**src/sv/midi_channel_message_parser_assert.svh**
```systemverilog
// ---------------------------------------------------------------------------
// Assertion macros for the MIDI channel message parser
// Clocked on clk, disabled while rst_n is low.
// ---------------------------------------------------------------------------
`ifndef MIDI_CHANNEL_MESSAGE_PARSER_ASSERT_SVH
`define MIDI_CHANNEL_MESSAGE_PARSER_ASSERT_SVH

// same-cycle implication
`define MCMP_ASSERT_NOW(lbl, ante, cons, msg) \
  lbl: assert property (@(posedge clk) disable iff (!rst_n) (ante) |-> (cons)) \
    else $error(msg);

// next-cycle implication
`define MCMP_ASSERT_NEXT(lbl, ante, cons, msg) \
  lbl: assert property (@(posedge clk) disable iff (!rst_n) (ante) |=> (cons)) \
    else $error(msg);

`endif

```
**src/sv/mcmp_pkg.sv**
```systemverilog
// ---------------------------------------------------------------------------
// mcmp_pkg
// Types and constants shared by the MIDI channel message parser.
// ---------------------------------------------------------------------------
package mcmp_pkg;

  localparam logic [7:0] STATUS_MIN = 8'h80;
  localparam logic [7:0] SYSTEM_MIN = 8'hF0;

  typedef enum logic [2:0] {
    MSG_NOTE_OFF      = 3'd0,
    MSG_NOTE_ON       = 3'd1,
    MSG_POLY_PRESSURE = 3'd2,
    MSG_CONTROL       = 3'd3,
    MSG_PROGRAM       = 3'd4,
    MSG_CHAN_PRESSURE = 3'd5,
    MSG_PITCH_BEND    = 3'd6
  } msg_type_t;

  typedef struct packed {
    msg_type_t   msg_type;
    logic [3:0]  msg_channel;
    logic [7:0]  data_first;
    logic [7:0]  data_second;
  } msg_t;

  // number of data bytes that follow the status byte
  function automatic logic [1:0] data_bytes_needed(input msg_type_t t);
    logic [1:0] n;
    case (t)
      MSG_NOTE_OFF, MSG_NOTE_ON, MSG_POLY_PRESSURE,
      MSG_CONTROL, MSG_PITCH_BEND:        n = 2'd2;
      MSG_PROGRAM, MSG_CHAN_PRESSURE:     n = 2'd1;
      default:                            n = 2'd0;
    endcase
    return n;
  endfunction

endpackage

```
**src/sv/mcmp_if.sv**
```systemverilog
// ---------------------------------------------------------------------------
// mcmp_byte_if / mcmp_msg_if
// Valid/ready channels for received bytes and parsed messages.
// ---------------------------------------------------------------------------
interface mcmp_byte_if;
  logic       valid;
  logic       ready;
  logic [7:0] rx_byte;

  modport source (output valid, output rx_byte, input ready);
  modport sink   (input valid, input rx_byte, output ready);
endinterface

interface mcmp_msg_if;
  logic                valid;
  logic                ready;
  mcmp_pkg::msg_type_t msg_type;
  logic [3:0]          msg_channel;
  logic [7:0]          data_first;
  logic [7:0]          data_second;

  modport source (output valid, output msg_type, output msg_channel,
                  output data_first, output data_second, input ready);
  modport sink   (input valid, input msg_type, input msg_channel,
                  input data_first, input data_second, output ready);
endinterface

```
**src/sv/midi_channel_message_parser.sv**
```systemverilog
// ---------------------------------------------------------------------------
// midi_channel_message_parser
// Parses MIDI channel-voice messages from a byte stream, one byte a cycle while in_ch.ready is high.
// ---------------------------------------------------------------------------
// Takes one byte per cycle whenever in_ch.ready is high, which it is unless
// both the output register and the skid entry hold messages. A message
// appears on out_ch in the cycle after the word carrying its last data byte is
// accepted when the output register is free or being drained in that cycle,
// and later when it has to wait behind a stalled message. The decode is a
// single pass between the parser state registers and the output register,
// so the sustained rate is one byte per cycle while out_ch keeps taking messages.
// Bytes below 0x80 and system bytes (0xF0 and up) are dropped while waiting
// for a status byte; there is no running status, and any byte that arrives
// while data is being collected counts as data.

module midi_channel_message_parser (
  input  logic              clk,
  input  logic              rst_n,
  mcmp_byte_if.sink         in_ch,
  mcmp_msg_if.source        out_ch
);

  logic                awaiting_r, awaiting_nxt;
  logic                held_r, held_nxt;       // first data byte held
  mcmp_pkg::msg_type_t pend_type_r, pend_type_nxt;
  logic [3:0]          pend_chan_r, pend_chan_nxt;
  logic [7:0]          held_data_r, held_data_nxt;

  logic                out_valid_r, out_valid_nxt;
  mcmp_pkg::msg_t      out_msg_r, out_msg_nxt;
  logic                skid_valid_r, skid_valid_nxt;
  mcmp_pkg::msg_t      skid_msg_r, skid_msg_nxt;

  logic                in_fire, out_fire;
  logic                res_valid;
  mcmp_pkg::msg_t      res_msg;
  logic [7:0]          b;
  logic                out_one_byte;

  assign b        = in_ch.rx_byte;
  assign in_fire  = in_ch.valid && in_ch.ready;
  assign out_fire = out_valid_r && out_ch.ready;

  // parser
  always_comb begin
    awaiting_nxt  = awaiting_r;
    held_nxt      = held_r;
    pend_type_nxt = pend_type_r;
    pend_chan_nxt = pend_chan_r;
    held_data_nxt = held_data_r;
    res_valid     = 1'b0;
    res_msg.msg_type    = pend_type_r;
    res_msg.msg_channel = pend_chan_r;
    res_msg.data_first  = held_data_r;
    res_msg.data_second = b;
    if (in_fire) begin
      if (awaiting_r) begin
        if (b inside {[mcmp_pkg::STATUS_MIN : mcmp_pkg::SYSTEM_MIN - 8'd1]}) begin
          pend_type_nxt = mcmp_pkg::msg_type_t'(b[6:4]);
          pend_chan_nxt = b[3:0];
          held_nxt      = 1'b0;
          awaiting_nxt  = 1'b0;
        end
      end else if (!held_r) begin
        if (mcmp_pkg::data_bytes_needed(pend_type_r) == 2'd1) begin
          res_valid           = 1'b1;
          res_msg.data_first  = b;
          res_msg.data_second = 8'd0;
          awaiting_nxt        = 1'b1;
        end else begin
          held_data_nxt = b;
          held_nxt      = 1'b1;
        end
      end else begin
        res_valid    = 1'b1;
        awaiting_nxt = 1'b1;
        held_nxt     = 1'b0;
      end
    end
  end

  // output register with one skid entry
  always_comb begin
    out_valid_nxt  = out_valid_r;
    out_msg_nxt    = out_msg_r;
    skid_valid_nxt = skid_valid_r;
    skid_msg_nxt   = skid_msg_r;
    if (skid_valid_r) begin
      if (out_fire) begin
        out_msg_nxt    = skid_msg_r;
        skid_valid_nxt = 1'b0;
      end
    end else if (!out_valid_r || out_fire) begin
      out_valid_nxt = res_valid;
      out_msg_nxt   = res_msg;
    end else if (res_valid) begin
      skid_valid_nxt = 1'b1;
      skid_msg_nxt   = res_msg;
    end
  end

  always_ff @(posedge clk) begin
    if (!rst_n) begin
      awaiting_r   <= 1'b1;
      held_r       <= 1'b0;
      pend_type_r  <= mcmp_pkg::MSG_NOTE_OFF;
      pend_chan_r  <= 4'd0;
      held_data_r  <= 8'd0;
      out_valid_r  <= 1'b0;
      skid_valid_r <= 1'b0;
    end else begin
      awaiting_r   <= awaiting_nxt;
      held_r       <= held_nxt;
      pend_type_r  <= pend_type_nxt;
      pend_chan_r  <= pend_chan_nxt;
      held_data_r  <= held_data_nxt;
      out_valid_r  <= out_valid_nxt;
      skid_valid_r <= skid_valid_nxt;
    end
  end

  always_ff @(posedge clk) begin
    out_msg_r  <= out_msg_nxt;
    skid_msg_r <= skid_msg_nxt;
  end

  assign in_ch.ready        = !skid_valid_r;
  assign out_ch.valid       = out_valid_r;
  assign out_ch.msg_type    = out_msg_r.msg_type;
  assign out_ch.msg_channel = out_msg_r.msg_channel;
  assign out_ch.data_first  = out_msg_r.data_first;
  assign out_ch.data_second = out_msg_r.data_second;

  assign out_one_byte = (out_msg_r.msg_type == mcmp_pkg::MSG_PROGRAM) ||
                        (out_msg_r.msg_type == mcmp_pkg::MSG_CHAN_PRESSURE);

`include "midi_channel_message_parser_assert.svh"

  `MCMP_ASSERT_NOW(a_skid_behind_out, skid_valid_r, out_valid_r, "skid full with output empty")
  `MCMP_ASSERT_NOW(a_no_type7, out_valid_r, out_msg_r.msg_type != 3'd7, "invalid message type")
  `MCMP_ASSERT_NOW(a_short_zero, out_valid_r && out_one_byte,
                   out_msg_r.data_second == 8'd0, "one-byte message with second data byte")
  `MCMP_ASSERT_NEXT(a_second_ends, in_fire && !awaiting_r && held_r,
                    awaiting_r && !held_r, "parser not waiting after second data word")
  `MCMP_ASSERT_NOW(a_held_not_waiting, held_r, !awaiting_r, "data held while waiting for status")

endmodule
```
**src/flat_wrapper.sv**
```systemverilog
// flat-port wrapper written by rule: the top's interface ports become plain ports
module midi_channel_message_parser_flat 
  (clk, rst_n, in_ch_valid, in_ch_rx_byte, in_ch_ready, out_ch_valid, out_ch_msg_type, out_ch_msg_channel, out_ch_data_first, out_ch_data_second, out_ch_ready);
  mcmp_byte_if in_ch_i ();
  mcmp_msg_if out_ch_i ();
  input  logic clk;
  input  logic rst_n;
  input wire logic [$bits(in_ch_i.valid)-1:0] in_ch_valid;
  input wire logic [$bits(in_ch_i.rx_byte)-1:0] in_ch_rx_byte;
  output wire logic [$bits(in_ch_i.ready)-1:0] in_ch_ready;
  output wire logic [$bits(out_ch_i.valid)-1:0] out_ch_valid;
  output wire logic [$bits(out_ch_i.msg_type)-1:0] out_ch_msg_type;
  output wire logic [$bits(out_ch_i.msg_channel)-1:0] out_ch_msg_channel;
  output wire logic [$bits(out_ch_i.data_first)-1:0] out_ch_data_first;
  output wire logic [$bits(out_ch_i.data_second)-1:0] out_ch_data_second;
  input wire logic [$bits(out_ch_i.ready)-1:0] out_ch_ready;
  assign in_ch_i.valid = in_ch_valid;
  assign in_ch_i.rx_byte = in_ch_rx_byte;
  assign in_ch_ready = in_ch_i.ready;
  assign out_ch_valid = out_ch_i.valid;
  assign out_ch_msg_type = out_ch_i.msg_type;
  assign out_ch_msg_channel = out_ch_i.msg_channel;
  assign out_ch_data_first = out_ch_i.data_first;
  assign out_ch_data_second = out_ch_i.data_second;
  assign out_ch_i.ready = out_ch_ready;
  midi_channel_message_parser u_core (.clk(clk), .rst_n(rst_n), .in_ch(in_ch_i), .out_ch(out_ch_i));
endmodule
```
**config.mk**
```make
export PLATFORM = sky130hd
export DESIGN_NAME = midi_channel_message_parser_flat
export DESIGN_NICKNAME = d
export VERILOG_FILES = /design/src/sv/mcmp_pkg.sv /design/src/sv/mcmp_if.sv /design/src/sv/midi_channel_message_parser.sv /design/src/flat_wrapper.sv
export VERILOG_INCLUDE_DIRS = /design/src /design/src/sv
export SDC_FILE = /design/constraint.sdc
export NUM_CORES = 1
export LEC_CHECK = 0
export ABC_AREA = 1
export BUFFER_PORTS_ARGS = -buffer_cell sky130_fd_sc_hd__buf_2
export CORE_ASPECT_RATIO = 1.75
export CORE_UTILIZATION = 55
export CTS_BUF_LIST = sky130_fd_sc_hd__clkbuf_16
export CTS_CLUSTER_SIZE = 10
export DETAILED_ROUTE_END_ITERATION = 12
export PLACE_DENSITY = 0.84
export RECOVER_POWER = 25
export SLEW_MARGIN = 40
export SYNTH_ARGS = -nofsm -noshare
export SYNTH_HDL_FRONTEND = slang
export SYNTH_SLANG_ARGS = --single-unit
```
**constraint.sdc**
```tcl
create_clock -name clk -period 5.55 [get_ports clk]
set_input_delay 0.555 -clock clk [delete_from_list [all_inputs] [get_ports clk]]
set_output_delay 0.555 -clock clk [all_outputs]
set_load 0.02 [all_outputs]
```
==> run_results.csv, run 1 <==
group,metric,value,unit
run_status,status,"complete, but fails checks",
run_status,violations,"max-capacitance violations, max-slew violations",
clock_network,tritoncts,"done",
final_layout,nNetsFinal,342,
pwr,p_leak,1.48,nW
grt,grt_start_max_net_pins,36,
worst_setup_path,required,4.99,ns
pwr,peakVddDrop,281,uV
die,die_w,56.3,um
synthesis,synth-seq-cells,65,
die,die_area,0.00546,mm2
final_layout,drive_above_1_share,13.4,%
timing,worstMarginPinSlew,1.50,ns
worst_setup_path,cpPeakStageDelay,1.10,ns
final_layout,n_antenna_cell,0,
worst_setup_path,critPathTopFamily,"buffers and inverters",
timing,max-slew-margin-rel,-0.319,%
grt,grt_pass1_vias,1893,
worst_setup_path,path_class,"flip-flop to output pin",
synthesis,synth_cells,293,
final_layout,area_growth,15.7,%
placement,globalplace.congestion,0.870,
timing,finalCriticalPeriod,2.71,ns
grt,grt_pass1_wl,9020,um
grt,antenna_found_initial,0,
timing,hold_viol_final,0,
clock_network,cts_setup_buffers,0,
clock_network,cts_root_buffer,"clkbuf_16",
pwr,powerDensity,360,mW/mm2
hold_path,hp-class,"flip-flop to flip-flop",
timing,fin_worst_skew,0.00337,ns
clock_network,cts_resized,0,
routing,drtAntennaViolNets,0,
synthesis,yosys_warnings,0,
grt,grt_use_total,21.8,%
worst_setup_path,worst-path-max-fanout,35,
die,row_count,34,
final_layout,fin_util,65.9,%
synthesis,seq_area_frac_synth,62.1,%
worst_setup_path,crit_slowest_cell,"clkbuf_1",
timing,fin_crit_sh,48.9,%
timing,rsz0062_at_grt,"no",
die,initial_core_util,57.0,%
worst_setup_path,arrival,2.16,ns
placement,dp_hpwl,3550,um
worst_setup_path,crit_chain,"clkbuf_1, inv_8, buf_2",
routing,via_per_inst,5.06,
synthesis,synth_fp_nets,305,
clock_network,cts.sinks,65,
clock_network,clk_pin_slew,0.05,ns
die,core_area,0.00498,mm2
clock_network,clk_latency,0.33,ns
timing,max_freq,0.369,GHz
clock_network,cts_buffers,9,
placement,port_buffers,36,
clock_network,h-tree-depth,3,
routing,drc,0,
routing,first_pass_iters,5,
timing,maxSlewViolCount,35,
synthesis,synth_cell_types,23,
die,ios,37,
worst_setup_path,end_kind,"output pin",
worst_setup_path,startpoint_type,"flip-flop",
timing,fin_tns_setup,0,ns
routing,post_drt_wl_per_cell,13.1,um
clock_network,cts_hold_buf,0,
timing,setup_viol,0,
routing,via_count,1967,
routing,first_iter_violations,62,
synthesis,synth_area,0.00284,mm2
clock_network,cts_max_path_buffers,2,
grt,overflow,0,
run,maxCapViolCount,1,
worst_setup_path,path_buf_inv,3,
synthesis,avgSynthCellArea,9.68,um2
routing,routed_wl,5090,um
die,die_height,97.0,um
[worst paths after layout]
path / slack (ns) / startpoint / cells after the start / to
min reg2reg: 0.43 / u_core.pend_type_r[1] / 0 / u_core.skid_msg_r[21]
max reg2reg: 2.97 / u_core.skid_valid_r / 8 / u_core.out_ch.data_first[0]
min: 0.43 / u_core.pend_type_r[1] / 0 / u_core.skid_msg_r[21]
max: 2.84 / u_core.skid_valid_r / 3 / in_ch_ready
[cell usage in the layout, fill, tap and decap left out, drive strengths merged]
cell type	count
a21boi	2
a21oi	4
and2	8
buf	18
bufinv	1
clkbuf	28
clkinv	3
clkinvlp	2
dfxtp	19
edfxtp	46
inv	36
nand2	85
nand3	31
nand4	7
nor2	36
o21ai	9
[power breakdown]
part	switching (mW)	total, mW	leakage [nW]	internal, mW
Sequential	0.00908	0.551	0.631	0.542
Clock	0.197	0.539	0.140	0.342
Combinational	0.0639	0.0914	0.708	0.0275
[Yosys cell counts]
cell type  count  area (um2)
nand2_1       81         304
edfxtp_1      46        1380
inv_1         33         124
nor2_1        32         120
nand3_1       29         145
dfxtp_1       19         380
o21ai_0        9        45.0
and2_1         8        50.1
nand4_1        7        43.8
a21oi_1        4        20.0
buf_6          4        45.0
clkbuf_1       4        15.0
buf_2          3        15.0
nor2_4         3        33.8
nand2_2        2        12.5
nand2_4        2        22.5
a21boi_0       1        7.51
a21boi_1       1        7.51
inv_2          1        3.75
inv_8          1        11.3
nand3_2        1        10.0
nand3_4        1        17.5
nor2_8         1        20.0
[worst register-to-register path: cells and delay by family, from the launching register on]
kind	cells	cell delay, ns
buffers and inverters	2	1.25
AND/OR/NAND/NOR	6	0.75
flip-flops	1	0.33
[cell type report]
class / instances / area [um2]
well taps: 54 / 67.6
clock buffers: 9 / 225
clock inverters: 7 / 62.6
inverters: 35 / 139
flip-flops and latches: 65 / 1760
fillers: 383 / 1700
repair buffers: 37 / 161
multi-input cells: 182 / 863
[flip-flops by register name, indices dropped and copies added, names as in the netlist]
register and cells:
u_core.awaiting_r 1, u_core.held_data_r 8, u_core.held_r 1, u_core.out_ch.data_first 8
u_core.out_ch.data_second 8, u_core.out_ch.msg_channel 4, u_core.out_ch.msg_type 3, u_core.out_ch.valid 1
u_core.pend_chan_r 4, u_core.pend_type_r 3, u_core.skid_msg_r 23, u_core.skid_valid_r 1
[cells by family after synthesis]
| group | Yosys count | synth area share, % |
|---|---|---|
| AND/OR/NAND/NOR | 167 | 27.5 |
| buffers and inverters | 46 | 7.55 |
| AO/OA/AOI/OAI | 15 | 2.82 |
| flip-flops | 65 | 62.1 |
[per-layer routing]
metal,up-vias,global-route usage (%),share of wire [%]
li1,1021,-,-
met1,865,26.8,42
met2,70,35.3,50
met3,11,5.61,5.0
met4,0,10.7,2.9
met5,-,0,0
[through the flow]
stage	area, um2	hold WS [ns]	instances	power, mW	setup WS [ns]
global placement	3020	0.410	373	0.652	3.43
floorplan	2840	0.408	293	0.626	2.81
CTS	3310	0.430	389	1.19	3.32
finish	3280	0.429	389	1.18	2.84
detailed placement	3030	0.417	373	0.654	3.35
global route	3280	0.437	389	1.22	2.67
Power figures use the tool's default switching activity.
==> run 2: changes to the inputs <==
--- a/config.mk
+++ b/config.mk
@@ -9,11 +9,11 @@
 export ABC_AREA = 1
 export BUFFER_PORTS_ARGS = -buffer_cell sky130_fd_sc_hd__buf_2
 export CORE_ASPECT_RATIO = 1.75
-export CORE_UTILIZATION = 55
+export CORE_UTILIZATION = 51
 export CTS_BUF_LIST = sky130_fd_sc_hd__clkbuf_16
 export CTS_CLUSTER_SIZE = 10
 export DETAILED_ROUTE_END_ITERATION = 12
-export PLACE_DENSITY = 0.84
+export PLACE_DENSITY = 0.83
 export RECOVER_POWER = 25
 export SLEW_MARGIN = 40
 export SYNTH_ARGS = -nofsm -noshare
==> constraint.sdc (replaced) <==
create_clock -name clk -period 2.3 [get_ports clk]
set_input_delay 0.23 -clock clk [delete_from_list [all_inputs] [get_ports clk]]
set_output_delay 0.23 -clock clk [all_outputs]
set_load 0.02 [all_outputs]
==> run 2 against run 1 <==
- the run now ends clean
- sequential power is 140% higher
- sequential share of layout area fell by 0.55 points
- first-iteration DRC count up 48%
- setup slack worse by 2.2 ns
- clock power rose to 2.6 times the previous value
- count of clock-buffer cells in the layout unchanged
- die area is 7.6% higher
- non-clock buffer count increased by 2
- combinational power grew 140%
==> run_results.csv, run 2 (synthesis results as in run 1) <==
group,metric,value,unit
clock_network,cts_root_buffer,"clkbuf_16",
final_layout,nNetsFinal,344,
worst_setup_path,crit_slowest_cell,"dfxtp_1",
final_layout,largest_reg_flops,23,
timing,max_freq,0.620,GHz
pwr,powerDensity,882,mW/mm2
timing,fin_worst_skew,0.00680,ns
clock_network,clk_pin_slew,0.05,ns
routing,drtAntennaViolNets,0,
run,maxCapViolCount,0,
final_layout,drive_above_1_share,11.3,%
clock_network,cts_setup_buffers,0,
clock_network,h-tree-depth,3,
clock_network,cts_resized,0,
final_layout,fin_util,62.6,%
routing,first_pass_iters,4,
clock_network,cts_max_path_buffers,2,
routing,post_drt_wl_per_cell,12.4,um
pwr,peakVddDrop,570,uV
die,ios,37,
grt,busiest_layer,"met2",
timing,fin_tns_setup,0,ns
die,core_area,0.00530,mm2
routing,via_count,1988,
worst_setup_path,worst-path-max-fanout,23,
clock_network,clk_latency,0.32,ns
timing,whs,0.174,ns
clock_network,cts.sinks,65,
worst_setup_path,path_class,"flip-flop to flip-flop",
timing,rsz0062_at_grt,"no",
timing,maxSlewViolCount,0,
timing,max-slew-margin-rel,69.7,%
routing,routed_wl,5110,um
placement,port_buffers,36,
grt,grt_use_met1,24.1,%
hold_path,hp-class,"input pin to flip-flop",
final_layout,area_growth,16.9,%
clock_network,tritoncts,"done",
clock_network,cts_buffers,9,
grt,grt_pass1_vias,1886,
die,die_w,58.4,um
pwr,power.total,2.92,mW
worst_setup_path,end_kind,"flip-flop",
final_layout,nFillCells,428,
grt,grt_start_max_net_pins,35,
worst_setup_path,r2r_slack,0.69,ns
final_layout,largest_register,"u_core.skid_msg_r",
routing,via_per_inst,4.84,
worst_setup_path,cpPeakStageDelay,0.36,ns
timing,finalCriticalPeriod,1.61,ns
grt,grt_pass1_wl,8560,um
final_layout,n_antenna_cell,0,
die,row_count,35,
grt,grt_util_met2,31.9,%
placement,dp_hpwl,3590,um
grt,grt_use_total,20.0,%
timing,fin_crit_sh,70.1,%
final_layout,layout_commonest_cell,"nand2_1",
run_status,status,"complete, no violations",
pwr,p_leak,1.49,nW
placement,globalplace.congestion,0.952,
worst_setup_path,crit_chain,"inv_8, nand2_4, nor2_4, nand3_1, inv_1, buf_4",
routing,first_iter_violations,92,
grt,overflow,0,
timing,worstMarginPinSlew,0.453,ns
worst_setup_path,startpoint_type,"flip-flop",
worst_setup_path,required,2.29,ns
die,initial_core_util,53.5,%
clock_network,cts_hold_buf,0,
routing,drc,0,
grt,antenna_found_initial,0,
timing,setup_viol,0,
grt,met3_usage,4.24,%
die,die_area,0.00587,mm2
timing,hold_viol_final,0,
worst_setup_path,arrival,1.61,ns
final_layout,final_cell_mix,"81 x nand2_1, 46 x edfxtp_1, 36 x inv_1",
die,die_height,101,um
run 2: changes by cell type in the layout (fill, tap and decap cells not counted), sizes merged:
| cell | before | now |
|---|---|---|
| buf | 18 | 15 |
| inv | 36 | 38 |
| clkinv | 3 | 2 |
| clkinvlp | 2 | 0 |
| clkbuf | 28 | 33 |
| bufinv | 1 | 2 |
run 2: per-stage QoR:
| stage | setup WS [ns] | area, um2 | cells |
|---|---|---|---|
| final | 0.687 | 3310 | 411 |
| after detailed placement | 0.663 | 3060 | 395 |
| after global routing | 0.542 | 3310 | 411 |
| after CTS | 0.660 | 3360 | 411 |
| after floorplan | 0.185 | 2840 | 293 |
| after global placement | 0.743 | 3060 | 395 |
run 2: power breakdown:
part | leakage, nW | internal (mW) | switching [mW]
combinational | 0.701 | 0.0638 | 0.154
clock | 0.161 | 0.929 | 0.447
sequential | 0.631 | 1.31 | 0.0212
run 2: worst paths after layout:
check / start / to / cells after the start
max: u_core.skid_valid_r / u_core.skid_msg_r[22] / 6
min: in_ch_rx_byte[1] / u_core.held_data_r[1] / 3
max reg2reg: u_core.skid_valid_r / u_core.skid_msg_r[22] / 6
min reg2reg: u_core.pend_type_r[0] / u_core.skid_msg_r[20] / 0
run 2: area by class of cell:
type,instances,area [um2],share of cell area [%]
sequential,65,1760,53.2
inverter,35,139,4.19
multi-input combinational,182,843,25.4
clock inverter,7,80.1,2.42
timing repair buffer,39,173,5.21
tap,74,92.6,2.79
clock buffer,9,225,6.80
run 2: critical path, delay by kind of cell, from the launching register on:
kind | cells | cell delay [ns]
buffers and inverters | 3 | 0.48
DFF | 1 | 0.36
and+or+nand+nor | 3 | 0.43
run 2: layer usage:
metal | vias to the layer above | part of all wire, %
li1 | 1031 | -
met1 | 865 | 40
met2 | 80 | 51
met3 | 12 | 6.1
met4 | 0 | 3.1
met5 | - | 0
==> run 3: changes to the inputs <==
--- a/config.mk
+++ b/config.mk
@@ -9,11 +9,11 @@
 export ABC_AREA = 1
 export BUFFER_PORTS_ARGS = -buffer_cell sky130_fd_sc_hd__buf_2
 export CORE_ASPECT_RATIO = 1.75
-export CORE_UTILIZATION = 51
+export CORE_UTILIZATION = 55
 export CTS_BUF_LIST = sky130_fd_sc_hd__clkbuf_16
 export CTS_CLUSTER_SIZE = 10
 export DETAILED_ROUTE_END_ITERATION = 12
-export PLACE_DENSITY = 0.83
+export PLACE_DENSITY = 0.84
 export RECOVER_POWER = 25
 export SLEW_MARGIN = 40
 export SYNTH_ARGS = -nofsm -noshare
==> constraint.sdc (replaced) <==
create_clock -name clk -period 1.7 [get_ports clk]
set_input_delay 0.17 -clock clk [delete_from_list [all_inputs] [get_ports clk]]
set_output_delay 0.17 -clock clk [all_outputs]
set_load 0.02 [all_outputs]
==> run 3 against run 2 <==
- clock power rose by 25%
- non-clock buffer count increased by 5
- utilization grew 4.5 points
- worst hold slack got worse by 0.065 ns
- sequential power grew 35%
- sequential share of layout area fell by 0.36 points
- via count grew 5.8%
- critical path depth decreased by 1
- critical endpoint is now u_core.skid_msg_r[13]
- largest power group is now registers
- highest routed layer unchanged
==> run_results.csv, run 3 (synthesis results as in run 1) <==
group,metric,value,unit
run_status,status,"complete, no violations",
grt,grt_pass1_vias,1927,
clock_network,h-tree-depth,3,
final_layout,fin_util,67.0,%
final_layout,drive_above_1_share,13.4,%
placement,dp_hpwl,3700,um
pwr,pwr-share-seq,46.8,%
routing,drc,0,
clock_network,cts_setup_buffers,0,
clock_network,tritoncts,"done",
timing,fin_worst_skew,0.00275,ns
placement,port_buffers,36,
clock_network,clk_latency,0.33,ns
worst_setup_path,worst-path-max-fanout,12,
timing,setup_viol,0,
die,die_w,56.3,um
final_layout,multiInputGateArea,871,um2
worst_setup_path,r2r_cells,5,
worst_setup_path,critPathTopFamily,"flip-flops",
worst_setup_path,reg2reg_to,"u_core.skid_msg_r[13]",
routing,first_pass_iters,5,
pwr,p_sw,0.862,mW
final_layout,largest_register,"u_core.skid_msg_r",
worst_setup_path,crit_slowest_cell,"dfxtp_1",
pwr,peakVddDrop,1530,uV
final_layout,final_cell_mix,"81 x nand2_1, 46 x edfxtp_1, 34 x inv_1",
worst_setup_path,timing.rr.start,"u_core.skid_valid_r",
timing,hold_viol_final,0,
timing,max-slew-margin-rel,53.6,%
final_layout,n_antenna_cell,0,
hold_path,hp-class,"input pin to flip-flop",
clock_network,cts_buffers,9,
pwr,p_sw_share,22.5,%
timing,whs,0.109,ns
die,die_height,97.0,um
routing,via_per_inst,5.30,
clock_network,cts_max_path_buffers,2,
worst_setup_path,end_kind,"flip-flop",
grt,grt_pass1_wl,9180,um
placement,globalplace.congestion,0.881,
final_layout,ff_latch_area,0.00176,mm2
final_layout,nNetsFinal,350,
final_layout,nFillCells,376,
die,ios,37,
timing,max_freq,0.624,GHz
grt,grt_start_max_net_pins,26,
final_layout,area_growth,17.7,%
clock_network,cts.sinks,65,
routing,post_drt_wl_per_cell,14.0,um
pwr,powerDensity,1150,mW/mm2
timing,fin_crit_sh,94.2,%
hold_path,holdPathStages,3,
die,row_count,34,
routing,drtAntennaViolNets,0,
worst_setup_path,path_buf_inv,2,
timing,worstMarginPinSlew,0.694,ns
run,maxCapViolCount,0,
hold_path,hold_end,"u_core.held_data_r[2]",
timing,finalCriticalPeriod,1.60,ns
worst_setup_path,r2r_slack,0.1,ns
hold_path,holdCritStartpoint,"in_ch_rx_byte[2]",
grt,grt_use_total,22.7,%
die,core_area,0.00498,mm2
die,initial_core_util,57.0,%
timing,maxSlewViolCount,0,
timing,rsz0062_at_grt,"no",
worst_setup_path,required,1.69,ns
routing,first_iter_violations,80,
final_layout,layout_commonest_cell,"nand2_1",
worst_setup_path,arrival,1.59,ns
worst_setup_path,path_class,"flip-flop to flip-flop",
pwr,internal_power,2.97,mW
worst_setup_path,cpPeakStageDelay,0.53,ns
timing,fin_tns_setup,0,ns
final_layout,largest_reg_flops,23,
routing,via_count,2103,
worst_setup_path,startpoint_type,"flip-flop",
clock_network,clk_pin_slew,0.05,ns
clock_network,cts_root_buffer,"clkbuf_16",
grt,overflow,0,
grt,antenna_found_initial,0,
routing,routed_wl,5570,um
die,die_area,0.00546,mm2
worst_setup_path,crit_chain,"inv_8, nand2_4, nor2_4, nand3_1, clkinvlp_4",
pwr,combPwrFrac,8.3,%
pwr,pwr-share-clk,44.8,%
pwr,p_leak,1.50,nW
[run 3: cell count changes in the layout (fill, tap and decap cells not counted), sizes merged]
cell      previous run  this run
buf                 15        20
bufinv               2         1
clkinv               2         4
clkinvlp             0         2
inv                 38        36
[run 3: worst max-delay path by stage]
stage | startpoint | endpoint | slack (ns) | depth (start not counted)
after global placement | u_core.skid_valid_r | u_core.out_ch.data_first[3] | 0.09 | 1
after global routing | u_core.skid_valid_r | u_core.skid_msg_r[2] | 0.02 | 5
after CTS | u_core.skid_valid_r | u_core.skid_msg_r[11] | 0.007 | 5
final | u_core.skid_valid_r | u_core.skid_msg_r[13] | 0.1 | 5
after floorplan | u_core.skid_valid_r | u_core.out_ch.data_first[0] | 0.02 | 3
after detailed placement | u_core.skid_valid_r | u_core.skid_msg_r[10] | 0.01 | 5
[run 3: area by class of cell]
cell class                      instances  share of cell area [%]
Inverter                               35                    4.27
Clock inverter                          7                    1.61
Timing Repair inverter                  1                   0.225
Clock buffer                            9                    6.75
Multi-Input combinational cell        182                    26.1
Sequential cell                        65                    52.8
Tap cell                               54                    2.02
Timing Repair Buffer                   44                    6.22
[run 3: through the flow]
stage,instance area (um2),setup slack (ns),total power [mW],cells
3_3_place_gp,3080,0.0874,2.13,380
5_1_grt,3340,0.0226,3.96,397
4_1_cts,3360,0.00669,3.86,396
2_1_floorplan,2840,0.0161,2.04,293
3_5_place_dp,3080,0.00993,2.15,380
6_report,3340,0.0981,3.83,397
[run 3: worst reg2reg max path: stages, from the launching register on]
cell	delay, ns
dfxtp_1	0.53
inv_8	0.04
nand2_4	0.08
nor2_4	0.04
nand3_1	0.21
clkinvlp_4	0.36
[run 3: per-layer routing]
layer / global-route usage (%) / up-vias / share of wire, %
li1: - / 1042 / -
met1: 25.6 / 946 / 38
met2: 37.1 / 99 / 52
met3: 7.22 / 16 / 6.0
met4: 12.9 / 0 / 3.4
met5: 0 / - / 0
[run 3: power groups by stage]
stage / logic [mW] / registers (mW) / clock network (mW)
finish: 0.319 / 1.79 / 1.72
CTS: 0.329 / 1.79 / 1.74
floorplan: 0.160 / 1.88 / 0
detailed placement: 0.323 / 1.82 / 0
global placement: 0.313 / 1.82 / 0
global route: 0.353 / 1.80 / 1.81
[run 3: repair_timing]
action                     4_1_cts  5_1_grt
gates resized for setup          0        1
setup endpoints to repair        0       23
hold buffers                     0        0
